===== src/rtl/stsr_pkg.sv =====
package stsr_pkg;

    // Default table depth and the largest depth the pointer width must cover
    localparam int DEF_TABLE_DEPTH = 1024;
    localparam int MAX_TABLE_DEPTH = 65536;

    // Signed search pointer: holds -1 up to MAX_TABLE_DEPTH
    localparam int PTR_W = $clog2(MAX_TABLE_DEPTH + 1) + 1;

    // Fixed field widths of the ports
    localparam int DATA_W  = 32;
    localparam int IDX_W   = 10;
    localparam int COUNT_W = 11;

    // Request opcodes
    localparam logic OP_WRITE = 1'b0;
    localparam logic OP_QUERY = 1'b1;

    // One binary search in flight
    typedef struct packed {
        logic signed [PTR_W-1:0] lo;
        logic signed [PTR_W-1:0] hi;
        logic                    hit;
        logic signed [PTR_W-1:0] hit_idx;
    } lane_t;

    // Search token handed from cell to cell
    typedef struct packed {
        logic signed [DATA_W-1:0] key;
        lane_t                    first;
        lane_t                    last;
    } token_t;

endpackage


===== src/rtl/stsr_cell.sv =====
module stsr_cell #(
    parameter int ADDR_W = $clog2(stsr_pkg::DEF_TABLE_DEPTH)
) (
    input  logic                               clk,
    input  logic                               rst_n,
    input  logic                               in_valid,
    input  stsr_pkg::token_t                   in_tok,
    input  logic [ADDR_W-1:0]                  addr_first_in,
    input  logic [ADDR_W-1:0]                  addr_last_in,
    input  logic signed [stsr_pkg::DATA_W-1:0] rdata_first,
    input  logic signed [stsr_pkg::DATA_W-1:0] rdata_last,
    output logic [ADDR_W-1:0]                  addr_first_out,
    output logic [ADDR_W-1:0]                  addr_last_out,
    output logic                               out_valid,
    output stsr_pkg::token_t                   out_tok
);
    import stsr_pkg::*;

    logic   valid_reg;
    logic   phase_reg;
    token_t tok_reg;

    function automatic logic signed [PTR_W-1:0] midpoint(input lane_t ln);
        logic signed [PTR_W-1:0] span;
        span = ln.hi - ln.lo;
        return ln.lo + (span >>> 1);
    endfunction

    // One probe: narrow the window around the entry just read
    function automatic lane_t probe(input lane_t ln, input logic signed [DATA_W-1:0] key,
                                    input logic signed [DATA_W-1:0] v, input logic want_last);
        lane_t                   res;
        logic signed [PTR_W-1:0] mid;
        res = ln;
        mid = midpoint(ln);
        if (ln.lo <= ln.hi)
        begin
            if (v == key)
            begin
                res.hit     = 1'b1;
                res.hit_idx = mid;
                if (want_last)
                begin
                    res.lo = mid + PTR_W'(1);
                end
                else
                begin
                    res.hi = mid - PTR_W'(1);
                end
            end
            else if (key > v)
            begin
                res.lo = mid + PTR_W'(1);
            end
            else
            begin
                res.hi = mid - PTR_W'(1);
            end
        end
        return res;
    endfunction

    // Phase 0 issues the read, phase 1 consumes the data and hands off
    always_ff @(posedge clk or negedge rst_n)
    begin
        if (!rst_n)
        begin
            valid_reg <= 1'b0;
            phase_reg <= 1'b0;
        end
        else if (in_valid)
        begin
            valid_reg <= 1'b1;
            phase_reg <= 1'b0;
        end
        else if (valid_reg && phase_reg)
        begin
            valid_reg <= 1'b0;
        end
        else if (valid_reg)
        begin
            phase_reg <= 1'b1;
        end
    end

    always_ff @(posedge clk)
    begin
        if (in_valid)
        begin
            tok_reg <= in_tok;
        end
    end

    always_comb
    begin
        if (valid_reg && !phase_reg)
        begin
            addr_first_out = ADDR_W'(midpoint(tok_reg.first));
            addr_last_out  = ADDR_W'(midpoint(tok_reg.last));
        end
        else
        begin
            addr_first_out = addr_first_in;
            addr_last_out  = addr_last_in;
        end
    end

    always_comb
    begin
        out_tok       = tok_reg;
        out_tok.first = probe(tok_reg.first, tok_reg.key, rdata_first, 1'b0);
        out_tok.last  = probe(tok_reg.last, tok_reg.key, rdata_last, 1'b1);
    end

    assign out_valid = valid_reg && phase_reg;

endmodule


===== config.mk =====
export PLATFORM = sky130hd
export DESIGN_NAME = stsr_cell
export DESIGN_NICKNAME = d
export VERILOG_FILES = /design/src/rtl/stsr_pkg.sv /design/src/rtl/stsr_cell.sv
export SDC_FILE = /design/constraint.sdc
export NUM_CORES = 1
export LEC_CHECK = 0
export BUFFER_PORTS_ARGS = -buffer_cell sky130_fd_sc_hd__buf_2
export CAP_MARGIN = 5
export CORE_MARGIN = 3
export CORE_UTILIZATION = 35
export CTS_BUF_LIST = sky130_fd_sc_hd__clkbuf_16
export DETAILED_ROUTE_END_ITERATION = 12
export GPL_TIMING_DRIVEN = 0
export HOLD_SLACK_MARGIN = 0.1
export PLACE_DENSITY = 0.63
export SLEW_MARGIN = 20
export SYNTH_ARGS = -nofsm -noshare
export SYNTH_HDL_FRONTEND = slang
export SYNTH_SLANG_ARGS = --single-unit

===== constraint.sdc =====
create_clock -name clk -period 12.75 [get_ports clk]
set_input_delay 0.6375 -clock clk [delete_from_list [all_inputs] [get_ports clk]]
set_output_delay 0.6375 -clock clk [all_outputs]
set_load 0.005 [all_outputs]

==> metrics <==
layout cells sized above 1 29.39%; CP arrival 6.39 ns; Worst Skew 0.00009531 ns; io pins 392; global-route wire length before repair 68150 µm; Net Count, Synth 1753; Die X 196.3 µm; Logic pwr share 56.9%; switching share of power 44.05%; vias in the first global route 11875; Worst-path clk slew 0.07 ns; critical path endpoint category output pin; Routed Antenna Nets 0; H-tree levels 4; area of the mapped netlist 12670 µm²; Post-CTS Repair Setup Buffers 0; slowest CP cell xor2_1; Synth Flop Type edfxtp_1; Vias/cell 5.271; area leader, netlist edfxtp_1; most frequent cells in the layout buf_2 (398), inv_1 (145), edfxtp_1 (142); Max VDD drop 96.34 µV; Residual DRC 0; Syn Inst Count 1382; Worst-Margin Slew 1.071 ns; Max FO, Critical Path 7; static leakage 7.462 nW; drt total wl 46410 µm; flops & latches, synth 144; RSZ-0062 raised after global routing no; Req. time, crit path 12.11 ns; Pins Over Slew Limit 0; detailed-router iteration count before antenna repair 5; max_cap viols 0; Post-DP HPWL 37900 µm; Netlist cell types 80; min cycle time layout 7.031 ns; Place WS 6.302 ns; Max Fclk 142.2 MHz; crit start category flip-flop; Fin. Hold Viols 0; Post-synth EDFFs 142; CORE AREA 35660 µm²; Clock Latency Late Sink 0.45 ns; setup violators final 0; PortBufs 391; critical path type reg -> out; sequential area share after synthesis 34.04%; DR WL/cell 20.43 µm; CTS tree done; PostCTS Resize Cnt 0; commonest non-fill, non-tap cell in the layout buf_2; Total GRT Usage 23.38%; top cells by area, synth edfxtp_1 (34%), ha_1 (14%), xnor2_1 (5.3%); antenna violations before repair 5; Clock Tree Buf Depth 2; sw power 1.182 mW; GPL Wtd Cong 0.9283; Nets 2165; Max-slew headroom 28.57%; Clk Tree Root Cell clkbuf_16; FP Rows 69; power share of the clock group 21.0%; Via Count 11975; largest net degree at the start of global routing 85; cts hold-fix bufs 1; fin crit share 55.14%; Final WS setup 5.719 ns; Fillers 3521; Initial Util 35.54%; max incr delay on CP 0.58 ns; Synth-to-Final Area Change 25.49%; TritonCTS Buffers 17; Synthesis Warnings 0; total negative slack 0 ns; Starting DRT DRC Count 782; die area 38530 µm²; clk sinks 144; PwrDens 168.7 nW/µm²; crit-path cells ha_1 > fa_1 > nor2b_1 > o21ai_0 > a21boi_0 > o21ai_0 > a21oi_1 > a21oi_1 > o21bai_1 > a31o_2 > xor2_1 > ha_1 > a21o_1 > a21oi_1 > nand2_1 > o21ai_1 > o211a_1 > xor2_1 > nand3_1 > nor4_2 > xnor2_1 > mux2_2 > buf_2; Layout Cells excl Fill 2272; max reg flops 110; dpl cells 2235; synthesized area per cell 9.170 µm²; top cell type's share of synthesized area 33.65%; Hold Path Class in -> reg; Die Y 196.3 µm; share of synthesized registers carrying an async set or reset 1.389%; Seq pwr share 22.1%; status completed; most used cell, CP a21oi_1; Internal Power 1.501 mW; total gr overflow 0
-- kinds of logic after synthesis --
| family | share of synthesized area, % |
|---|---|
| and+or+nand+nor | 15.14 |
| adders and majority gates | 14.26 |
| buffers and inverters | 7.247 |
| muxes | 3.692 |
| AOI/OAI and AO/OA | 18.12 |
| xor gates and xnor gates | 7.503 |
| DFF | 34.04 |
-- per-layer routing --
layer	GRT usage [%]	part of all wire, %	vias up	wire length [µm]
met1	28.77	41	5702	19260
met4	9.717	3.7	0	1731
li1	-	-	5787	-
met3	4.001	5.3	78	2465
met5	0	0	-	0
met2	40.53	49	408	22950
-- path summary, 6_finish.rpt --
| check | slack, ns | from | cells after the start | end |
|---|---|---|---|---|
| max | 5.72 | tok_reg[92] | 23 | out_tok[91] |
| min | 0.35 | in_tok[53] | 1 | tok_reg[53] |
| min in group asynchronous | 0.52 | rst_n | 2 | valid_reg |
| max in group asynchronous | 12.14 | rst_n | 2 | phase_reg |
| max reg2reg | 11.36 | valid_reg | 3 | valid_reg |
| min reg2reg | 0.52 | phase_reg | 2 | phase_reg |
-- Yosys cell counts, types with 10 or more instances --
library cell,number
o21a_1,16
nor2_1,101
nand2b_1,14
buf_4,33
mux2_2,35
or3_1,11
clkbuf_1,23
nand2_1,112
xor2_1,30
inv_1,144
nand4_1,21
o21ai_0,82
nor3_1,32
o21ai_1,13
a21o_1,42
a211oi_1,10
edfxtp_1,142
ha_1,138
xnor2_1,76
o211ai_1,11
nor2b_1,19
a21oi_1,93
nand3_1,36
-- worst max-delay path: cells and delay by family, from the launching register on --
family / cells / cell delay, ns
flops: 1 / 0.45
mux: 1 / 0.28
compound gates: 11 / 2.51
fa+ha+maj: 3 / 1.01
simple gates: 4 / 0.72
xor+xnor: 3 / 0.86
buf+inv: 1 / 0.14
-- cell type report --
cell class	instances	area (µm²)	share of cell area (%)
clock inverter	15	209.0	1.314
tap	461	576.8	3.627
clock buffer	17	425.4	2.675
antenna	4	10.01	0.06294
multi-input combinational	1029	7445	46.81
sequential	144	4314	27.13
timing repair buffer	393	2004	12.60
inverter	145	544.3	3.422
buffer	64	375.4	2.360
-- power groups by stage --
stage | Combinational, mW | Clock (mW) | Sequential [mW]
after floorplan | 1.02 | 0 | 0.588
after global placement | 1.49 | 0 | 0.604
after detailed placement | 1.51 | 0 | 0.602
after CTS | 1.52 | 0.569 | 0.592
after global routing | 1.68 | 0.591 | 0.596
final | 1.53 | 0.563 | 0.593
-- through the flow --
step | instance area, µm² | power (mW) | hold slack, ns | utilization [%]
2_1_floorplan | 12670 | 1.607 | 0.3419 | -
3_3_place_gp | 15210 | 2.096 | 0.4230 | 42.65
3_5_place_dp | 15250 | 2.114 | 0.4279 | 42.77
4_1_cts | 15890 | 2.685 | 0.3282 | 44.57
5_1_grt | 15900 | 2.866 | 0.3305 | 44.60
6_report | 15900 | 2.683 | 0.3541 | 44.60
Power figures use the tool's default switching activity.
